`src/rtl/core/vls_pkg.sv`:
```
package vls_pkg;

  localparam int unsigned ByteW    = 8;
  localparam int unsigned CoordW   = 16;
  localparam int unsigned ScaleSh  = 7;
  localparam int unsigned CfgIdxW  = 3;
  localparam int unsigned CfgDataW = 16;
  localparam int unsigned OutDataW = 80;

  localparam logic [ByteW-1:0] FadeOff = 8'hFF;

  typedef enum logic [CfgIdxW-1:0] {
    REG_X_SCALE  = 3'd0,
    REG_Y_SCALE  = 3'd1,
    REG_CENTER_X = 3'd2,
    REG_CENTER_Y = 3'd3,
    REG_FADE     = 3'd4,
    REG_INVERSE  = 3'd5
  } reg_idx_t;

  typedef enum logic [1:0] {
    PH_LIST  = 2'd0,
    PH_POINT = 2'd1,
    PH_X     = 2'd2,
    PH_Y     = 2'd3
  } phase_t;

  typedef struct packed {
    logic [ByteW-1:0]  x_scale;
    logic [ByteW-1:0]  y_scale;
    logic [CoordW-1:0] center_x;
    logic [CoordW-1:0] center_y;
    logic [ByteW-1:0]  fade_pattern;
    logic              inverse_mode;
  } cfg_t;

  typedef struct packed {
    logic              draw_inverse;
    logic [ByteW-1:0]  dot_mask;
    logic [CoordW-1:0] end_y;
    logic [CoordW-1:0] end_x;
    logic [CoordW-1:0] start_y;
    logic [CoordW-1:0] start_x;
  } seg_t;

endpackage

```
`src/rtl/core/vls_cfg.sv`:
```
module vls_cfg (
  input  logic                          clk,
  input  logic                          rst,
  input  logic                          cfg_we,
  input  logic [vls_pkg::CfgIdxW-1:0]   cfg_index,
  input  logic [vls_pkg::CfgDataW-1:0]  cfg_data,
  output vls_pkg::cfg_t                 cfg
);

  always_ff @(posedge clk) begin
    if (rst) begin
      cfg <= '0;
    end else if (cfg_we) begin
      unique case (cfg_index)
        vls_pkg::REG_X_SCALE:  cfg.x_scale      <= cfg_data[vls_pkg::ByteW-1:0];
        vls_pkg::REG_Y_SCALE:  cfg.y_scale      <= cfg_data[vls_pkg::ByteW-1:0];
        vls_pkg::REG_CENTER_X: cfg.center_x     <= cfg_data[vls_pkg::CoordW-1:0];
        vls_pkg::REG_CENTER_Y: cfg.center_y     <= cfg_data[vls_pkg::CoordW-1:0];
        vls_pkg::REG_FADE:     cfg.fade_pattern <= cfg_data[vls_pkg::ByteW-1:0];
        vls_pkg::REG_INVERSE:  cfg.inverse_mode <= cfg_data[0];
        default: ;
      endcase
    end
  end

endmodule

```
`src/rtl/core/vls_scale.sv`:
```
module vls_scale (
  input  logic [vls_pkg::ByteW-1:0]  coord,
  input  logic [vls_pkg::ByteW-1:0]  scale,
  input  logic [vls_pkg::CoordW-1:0] centre,
  output logic [vls_pkg::CoordW-1:0] result
);

  logic signed [vls_pkg::ByteW-1:0]  delta;
  logic signed [vls_pkg::ByteW:0]    scale_s;
  logic signed [vls_pkg::CoordW:0]   prod_w;
  logic signed [vls_pkg::CoordW-1:0] prod;
  logic signed [vls_pkg::CoordW-1:0] shifted;

  // |delta| * scale <= 128 * 255, so the signed product fits in 16 bits
  always_comb begin
    delta   = $signed(coord - centre[vls_pkg::ByteW-1:0]);
    scale_s = $signed({1'b0, scale});
    prod_w  = delta * scale_s;
    prod    = prod_w[vls_pkg::CoordW-1:0];
    shifted = prod >>> vls_pkg::ScaleSh;
    result  = centre + shifted;
  end

endmodule

```
`src/rtl/core/vls_parse.sv`:
```
module vls_parse (
  input  logic                       clk,
  input  logic                       rst,
  input  logic                       step,
  input  logic [vls_pkg::ByteW-1:0]  list_byte,
  input  vls_pkg::cfg_t              cfg,
  output logic                       emit,
  output vls_pkg::seg_t              seg
);

  vls_pkg::phase_t             phase, phase_next;
  logic [vls_pkg::ByteW-1:0]   lists_left, lists_left_next;
  logic [vls_pkg::ByteW-1:0]   points_left, points_left_next;
  logic [vls_pkg::CoordW-1:0]  pending_x, pending_x_next;
  logic [vls_pkg::CoordW-1:0]  previous_x, previous_x_next;
  logic [vls_pkg::CoordW-1:0]  previous_y, previous_y_next;
  logic                        have_previous, have_previous_next;

  logic [vls_pkg::ByteW-1:0]   scale_sel;
  logic [vls_pkg::CoordW-1:0]  centre_sel;
  logic [vls_pkg::CoordW-1:0]  scaled;
  logic [vls_pkg::ByteW-1:0]   lists_dec;
  logic [vls_pkg::ByteW-1:0]   points_dec;

  // one shared scaler: x and y bytes never arrive together
  assign scale_sel  = (phase == vls_pkg::PH_Y) ? cfg.y_scale  : cfg.x_scale;
  assign centre_sel = (phase == vls_pkg::PH_Y) ? cfg.center_y : cfg.center_x;

  vls_scale u_scale (
    .coord  (list_byte),
    .scale  (scale_sel),
    .centre (centre_sel),
    .result (scaled)
  );

  assign lists_dec  = lists_left - 8'd1;
  assign points_dec = points_left - 8'd1;

  always_ff @(posedge clk) begin
    if (rst) begin
      phase         <= vls_pkg::PH_LIST;
      lists_left    <= '0;
      points_left   <= '0;
      pending_x     <= '0;
      previous_x    <= '0;
      previous_y    <= '0;
      have_previous <= 1'b0;
    end else if (step) begin
      phase         <= phase_next;
      lists_left    <= lists_left_next;
      points_left   <= points_left_next;
      pending_x     <= pending_x_next;
      previous_x    <= previous_x_next;
      previous_y    <= previous_y_next;
      have_previous <= have_previous_next;
    end
  end

  always_comb begin
    phase_next         = phase;
    lists_left_next    = lists_left;
    points_left_next   = points_left;
    pending_x_next     = pending_x;
    previous_x_next    = previous_x;
    previous_y_next    = previous_y;
    have_previous_next = have_previous;
    emit               = 1'b0;

    seg.start_x      = previous_x;
    seg.start_y      = previous_y;
    seg.end_x        = pending_x;
    seg.end_y        = scaled;
    seg.dot_mask     = cfg.fade_pattern;
    seg.draw_inverse = cfg.inverse_mode;

    unique case (phase)
      vls_pkg::PH_LIST: begin
        lists_left_next = list_byte;
        phase_next = (list_byte == '0) ? vls_pkg::PH_LIST : vls_pkg::PH_POINT;
      end
      vls_pkg::PH_POINT: begin
        points_left_next   = list_byte;
        have_previous_next = 1'b0;
        if (list_byte == '0) begin
          lists_left_next = lists_dec;
          phase_next = (lists_dec == '0) ? vls_pkg::PH_LIST : vls_pkg::PH_POINT;
        end else begin
          phase_next = vls_pkg::PH_X;
        end
      end
      vls_pkg::PH_X: begin
        pending_x_next = scaled;
        phase_next     = vls_pkg::PH_Y;
      end
      vls_pkg::PH_Y: begin
        emit               = have_previous && (cfg.fade_pattern != vls_pkg::FadeOff);
        previous_x_next    = pending_x;
        previous_y_next    = scaled;
        have_previous_next = 1'b1;
        points_left_next   = points_dec;
        if (points_dec == '0) begin
          lists_left_next = lists_dec;
          phase_next = (lists_dec == '0) ? vls_pkg::PH_LIST : vls_pkg::PH_POINT;
        end else begin
          phase_next = vls_pkg::PH_X;
        end
      end
      default: ;
    endcase
  end

endmodule

```
`src/rtl/core/vector_list_scaler.sv`:
```
// Vector display list parser and scaler.
// s_axis: one display list byte per beat (list count, point counts, x,y
// pairs). m_axis: one line segment per beat for each consecutive point
// pair of a polyline, unless the fade pattern is 255.
// cfg: write enable, register index and data; index 0 x_scale, 1 y_scale,
// 2 center_x, 3 center_y, 4 fade_pattern, 5 inverse_mode; others ignored.
// Write registers only while no beats are in flight.
// An accepted byte is held in the input register; a segment it completes
// is registered in the output register and offered from there.
// Throughput: one byte per cycle; the scale multiply, shift, centre add
// and parser update all sit between the input and output registers.
// When m_tready is low and a segment waits, the stage holds only if it
// also has a segment to deliver; bytes that give no segment keep flowing.
// Reset zeroes config, valids and parser state, so a list count is next.
module vector_list_scaler (
  input  logic                          clk,
  input  logic                          rst,
  input  logic                          s_tvalid,
  output logic                          s_tready,
  input  logic [7:0]                    s_tdata,   // [7:0] list_byte
  output logic                          m_tvalid,
  input  logic                          m_tready,
  // [15:0] start_x, [31:16] start_y, [47:32] end_x, [63:48] end_y,
  // [71:64] dot_mask, [72] draw_inverse, [79:73] zero
  output logic [vls_pkg::OutDataW-1:0]  m_tdata,
  input  logic                          cfg_we,
  input  logic [vls_pkg::CfgIdxW-1:0]   cfg_index,
  input  logic [vls_pkg::CfgDataW-1:0]  cfg_data
);

  localparam int unsigned SegW = $bits(vls_pkg::seg_t);

  vls_pkg::cfg_t               cfg;
  vls_pkg::seg_t               seg;
  logic                        in_valid;
  logic [vls_pkg::ByteW-1:0]   in_byte;
  logic                        emit;
  logic                        advance;
  logic                        out_free;

  vls_cfg u_cfg (
    .clk       (clk),
    .rst       (rst),
    .cfg_we    (cfg_we),
    .cfg_index (cfg_index),
    .cfg_data  (cfg_data),
    .cfg       (cfg)
  );

  vls_parse u_parse (
    .clk       (clk),
    .rst       (rst),
    .step      (advance),
    .list_byte (in_byte),
    .cfg       (cfg),
    .emit      (emit),
    .seg       (seg)
  );

  assign out_free = !m_tvalid || m_tready;
  assign advance  = in_valid && (!emit || out_free);
  assign s_tready = !in_valid || advance;

  always_ff @(posedge clk) begin
    if (rst) begin
      in_valid <= 1'b0;
    end else if (s_tready) begin
      in_valid <= s_tvalid;
    end
  end

  always_ff @(posedge clk) begin
    if (s_tready && s_tvalid) begin
      in_byte <= s_tdata;
    end
  end

  always_ff @(posedge clk) begin
    if (rst) begin
      m_tvalid <= 1'b0;
    end else if (out_free) begin
      m_tvalid <= advance && emit;
    end
  end

  always_ff @(posedge clk) begin
    if (out_free && advance && emit) begin
      m_tdata <= {{(vls_pkg::OutDataW - SegW){1'b0}}, seg};
    end
  end

endmodule

```
`config.mk`:
```
export PLATFORM = sky130hd
export DESIGN_NAME = vector_list_scaler
export DESIGN_NICKNAME = d
export VERILOG_FILES = /design/src/rtl/core/vls_pkg.sv /design/src/rtl/core/vls_cfg.sv /design/src/rtl/core/vls_scale.sv /design/src/rtl/core/vls_parse.sv /design/src/rtl/core/vector_list_scaler.sv
export SDC_FILE = /design/constraint.sdc
export NUM_CORES = 1
export LEC_CHECK = 0
export ABC_AREA = 1
export ABC_CLOCK_PERIOD_IN_PS = 8970
export BUFFER_PORTS_ARGS = -buffer_cell sky130_fd_sc_hd__buf_4
export CORE_MARGIN = 8
export CORE_UTILIZATION = 45
export CTS_CLUSTER_DIAMETER = 100
export DETAILED_ROUTE_END_ITERATION = 8
export SYNTH_ARGS = -nofsm -noshare
export SYNTH_HDL_FRONTEND = slang
export SYNTH_SLANG_ARGS = --single-unit
```
`constraint.sdc`:
```
create_clock -name clk -period 8.97 [get_ports clk]
set_input_delay 1.3455 -clock clk [delete_from_list [all_inputs] [get_ports clk]]
set_output_delay 1.3455 -clock clk [all_outputs]
set_load 0.02 [all_outputs]
```
# Word level (Yosys, flattened, before mapping)
# Cells that the tools add are included.
# Widths: inputs -> output; s select.
[word_totals] register_bits=207 input_bits=32 output_inout_bits=82 word_cells=75
[op_classes] n_addsub=4 mul=1 eq_ne=11 mux=13 reduce_logical=29
[op_table] op="$logic_not 8->1" count=3
[op_table] op="$mux 8" count=3
[op_table] op="$pmux 8 s3" count=1
[op_table] op="$reduce_and 2->1" count=9
[op_table] op="$add 16x16->16" count=1
[op_table] op="$mul 8x9->16" count=1
[op_table] op="$mux 16" count=1
[op_table] op="$pmux 8 s2" count=1
[op_table] op="$sub 8x1->8 const B" count=2
[op_table] op="$ne 8x8->1 const B" count=1
[op_table] op="$pmux 2 s4" count=1
[op_table] op="$sub 8x8->8" count=1
[op_table] op="$eq 3x2->1 const B" count=2
[op_table] op="$eq 3x3->1 const B" count=2
[op_table] op="$logic_and 1x1->1" count=6
[op_table] op="$eq 2x2->1 const B" count=2
[op_table] op="$mux 2" count=2
[op_table] op="$reduce_and 4->1" count=1
[op_table] op="$eq 3x1->1 const B" count=1
[op_table] op="$logic_not 1->1" count=3
[op_table] op="$logic_not 3->1" count=1
[op_table] op="$logic_or 1x1->1" count=3
[op_table] op="$mux 1" count=3
[op_table] op="$reduce_bool 3->1" count=1
[op_table] op="other kinds (6)" count=6

# Depth between registers and ports, before layout
[depth] depth_word=8 ltp_mapped=50

# Modules after synthesis
# Synthesis repeated with hierarchy kept, for this count alone.
[unflattened] hier_cells=1385 hier_area_um2=11410.9
[by_module_without_submodules] mod="vls_parse" instances=1 cells_each=509 area_per_inst_um2=3388.2 seq_area_each_um2=1341.3
[by_module_without_submodules] mod="vls_scale" instances=1 cells_each=429 area_per_inst_um2=3083.0 seq_area_each_um2=0.0
[by_module_without_submodules] mod="vector_list_scaler" instances=1 cells_each=108 area_per_inst_um2=2610.0 seq_area_each_um2=2472.4
[by_module_without_submodules] mod="vls_cfg" instances=1 cells_each=339 area_per_inst_um2=2329.7 seq_area_each_um2=1141.1

# Worst setup path before layout
# OpenSTA, ideal clock, no wires.
[synth_timing] path_kind="reg2reg" startpoint="register u_parse.phase[1]" endpoint="register m_tdata[62] (netlist bit), data pin" arrival_ns=7.656 required_time_ns=8.715 path_slack_ns=1.059 stages_incl_launch_ff=42 n_path_buf=3 cell_sequence="dfxtp_1 -> nand2_2 -> clkbuf_1 -> clkbuf_1 -> clkbuf_1 -> o21ai_0 -> ha_1 -> fa_1 -> or2_2 -> nand3b_1 -> o21ai_0 -> o21ai_0 -> a21o_1 -> xnor2_1 -> nor2_1 -> fa_1 -> fa_1 -> fa_1 -> [6 not listed] -> a21oi_1 -> nand2_1 -> nand2_1 -> nand2_1 -> a21oi_1 -> o21bai_1 -> xor2_1 -> ha_1 -> nand2_1 -> inv_1 -> a21oi_1 -> nand2_1 -> nand4_1 -> nand2_2 -> nand3_2 -> nand2_1 -> nand2_1 -> nand2_1"
[synth_rtl] element="start, declared" line_no="vls_parse.sv:11" rtl="vls_pkg::phase_t phase, phase_next;"
[synth_rtl] element="start signal, assigned" line_no="vls_parse.sv:41" rtl="phase <= vls_pkg::PH_LIST;"
[synth_rtl] element="start signal, assigned" line_no="vls_parse.sv:49" rtl="phase <= phase_next;"
[synth_rtl] element="end signal, assigned" line_no="vector_list_scaler.sv:88" rtl="m_tdata <= {{(vls_pkg::OutDataW - SegW){1'b0}}, seg};"
[synth_rtl] element="end, declared" line_no="vector_list_scaler.sv:25" rtl="output logic [vls_pkg::OutDataW-1:0] m_tdata,"

==> impl_metrics.py <==
metrics = {
    "outcome": {
        "status": "finished clean",
    },
    "place": {
        "numPortBuffers": 106,
        "dp_hpwl_um": 18900,
        "placed_cell_area_mm2": 0.0119,
        "gp_congestion": 0.887,
    },
    "floorplanning": {
        "die-area_mm2": 0.0293,
        "pin_count": 114,
        "core_mm2": 0.0235,
        "start_util_pct": 46.0,
        "rows": 56,
        "die_height_um": 171,
        "die_w_um": 171,
    },
    "synth": {
        "syn_area_per_cell_um2": 8.64,
        "synth-edff-count": 81,
        "synth_top_area_cell": "dfxtp_1",
        "synth_top_area_share_pct": 23.3,
        "ys_seq_area_share_pct": 45.8,
        "synth_area_mm2": 0.0108,
        "synthCells": 1253,
        "synthFlopType": "dfxtp_1",
        "ys_async_sr_fraction_pct": 0,
        "synth_area_leaders": "dfxtp_1 (23%), edfxtp_1 (22%), fa_1 (6.8%), o21ai_0 (6.7%), ha_1 (6.7%)",
        "synth_warnings": 0,
        "synth_cell_type_count": 40,
        "synth_seq_cells": 207,
    },
    "sta": {
        "finalSetupTns_ns": 0,
        "setup_viol": 0,
        "fmax_mhz": 124,
        "skew_ns": 0.00946,
        "min_period_over_period_pct": 89.9,
        "slew_violations": 0,
        "rsz0062_at_grt": "no",
        "hold_viol": 0,
        "worst_pin_slew_ns": 1.18,
        "relSlewSlack_pct": 21.4,
        "min_period_ns": 8.06,
    },
    "clocking": {
        "cts_made_buffers": 22,
        "ctsRootBufferMaster": "clkbuf_16",
        "clkTransAtPathRegs_ns": 0.06,
        "cts.path.max_buffers": 3,
        "tritoncts": "built",
        "cts_htree_levels": 1,
        "postCtsSetupBuffers": 0,
        "clkLatencyLatePin_ns": 0.51,
        "cts_sinks": 207,
    },
    "layout": {
        "fill_cells": 2180,
        "drive_above_1_share_pct": 12.9,
        "fin_nets": 1478,
        "diodes": 0,
        "area_growth_pct": 16.8,
        "finish.instance_area_mm2": 0.0126,
    },
    "drt": {
        "wl_per_cell_um": 15.3,
        "drt_iter0_markers": 524,
        "via_count": 8339,
        "drt_wl_total_um": 25800,
        "drc": 0,
        "dr.pass1.iters": 5,
        "via_per_inst": 4.95,
        "ant_nets": 0,
    },
    "setup_path": {
        "critPathTopFamily": "adder cells",
        "worst-path-stages": 41,
        "critPathSlowestCell": "fa_1",
        "cp.required_ns": 9.37,
        "crit_path_max_fanout": 24,
        "start_kind": "register",
        "endpoint_kind": "register",
        "setup.worst_path.class": "register to register",
        "ff2ff_path_depth": 41,
        "cpMostUsedCell": "nand2_1",
        "critPathArrivalTime_ns": 8.46,
        "cpPeakStageDelay_ns": 0.54,
        "path_buf_inv": 5,
    },
    "flow_run": {
        "cap_violations": 0,
    },
    "worst_hold_path": {
        "hold_class": "register to register",
        "min_path_cells": 0,
    },
    "grt": {
        "grt_overflow_total": 0,
        "grt_max_degree": 75,
        "grt_pass1_wl_um": 41400,
        "antenna_found_initial": 0,
        "grt_usage_pct": 17.4,
        "first_global_vias": 7864,
    },
    "power": {
        "ir_drop_mv": 0.160,
        "p_leak_nw": 6.00,
        "power_density_mw_per_mm2": 191,
    },
}
==> cell usage in the layout, fill, tap and decap left out, types with 3 or more instances in the layout <==
cell type	synthesis	layout
nand2_1	152	152
clkbuf_16	0	22
dfxtp_1	126	124
conb_1	1	7
a31oi_1	6	6
bufinv_16	0	3
nand4_1	7	7
nand3_1	46	46
edfxtp_1	81	81
buf_4	8	113
clkinv_1	2	5
inv_2	2	3
nor3_1	8	8
o21ai_0	146	146
o21a_1	10	10
a21oi_1	59	59
xnor2_1	8	8
nor4_1	5	5
a211oi_1	4	4
or2_2	7	7
clkbuf_1	36	8
nor2_1	183	181
nand2_2	9	8
fa_1	37	37
o21bai_1	19	19
nand3_2	5	5
inv_1	187	186
xor2_1	22	22
nand3b_1	3	3
ha_1	58	58
==> flip-flops by register name (all words and copies together), names as in the netlist <==
register,flops
m_tvalid,1
m_tdata,73
u_parse.phase,2
u_parse.previous_x,16
in_byte,8
u_parse.points_left,8
in_valid,1
u_parse.have_previous,1
u_cfg.cfg,57
u_parse.lists_left,8
u_parse.previous_y,16
u_parse.pending_x,16
==> per-layer routing <==
metal,part of all wire [%],GRT usage [%]
met4,1.8,3.55
met5,0,0
met2,44,28.0
met3,6.6,3.13
met1,48,24.0
==> final cells by class <==
type / count / area (um2) / area share [%]
repair buffers: 113 / 848 / 6.71
flip-flops and latches: 207 / 4960 / 39.2
inverters: 191 / 717 / 5.67
clock buffers: 32 / 608 / 4.81
multi-input cells: 816 / 4990 / 39.5
well taps: 319 / 399 / 3.16
clock inverters: 8 / 123 / 0.970
==> metrics by stage <==
| step | setup WS, ns | utilization (%) | hold slack [ns] | cells | power (W) |
|---|---|---|---|---|---|
| 2_1_floorplan | 1.06 | - | 0.403 | 1259 | 0.00139 |
| 3_3_place_gp | 0.810 | 50.6 | 0.410 | 1646 | 0.00151 |
| 3_5_place_dp | 0.663 | 50.6 | 0.410 | 1646 | 0.00152 |
| 4_1_cts | 0.622 | 53.7 | 0.426 | 1686 | 0.00244 |
| 5_1_grt | 0.0289 | 53.7 | 0.433 | 1686 | 0.00255 |
| 6_report | 0.908 | 53.7 | 0.423 | 1686 | 0.00242 |
==> synthesized netlist by cell type (19+ instances only) <==
cell,n
dfxtp_1,126
clkbuf_1,36
fa_1,37
o21bai_1,19
ha_1,58
inv_1,187
edfxtp_1,81
a21oi_1,59
nor2_1,183
nand2_1,152
o21ai_0,146
xor2_1,22
nand3_1,46
==> kinds of logic (layout without fill, tap and decap cells) <==
group / after synthesis / in the layout / synth area share (%)
mux: 2 / 2 / 0.185
xor+xnor: 32 / 32 / 2.73
other cells: 1 / 7 / 0.0346
buf+inv: 236 / 344 / 8.46
compound gates: 253 / 253 / 12.8
simple gates: 427 / 427 / 16.5
fa+ha+maj: 95 / 95 / 13.5
flops: 207 / 207 / 45.8
==> where the power goes <==
group	switching, W	internal, W	total [W]
clock	0.000360	0.000557	0.000917
sequential	0.0000158	0.00100	0.00102
combinational	0.000311	0.000168	0.000479
total	0.000687	0.00173	0.00242
==> repair_timing <==
item / 4_1_cts / 5_1_grt
resized for setup: 0 / 3
endpoints found under the setup margin: 0 / 20
hold buffers: 0 / 0
==> path summary, 6_finish.rpt <==
check	to	startpoint	slack, ns
setup / recovery	u_parse.previous_y[12]	u_parse.phase[0]	0.91
hold / removal	m_tdata[31]	u_parse.previous_y[15]	0.42
setup reg to reg	u_parse.previous_y[12]	u_parse.phase[0]	0.91
hold reg to reg	m_tdata[31]	u_parse.previous_y[15]	0.42
(Power assumes the default switching activity.)
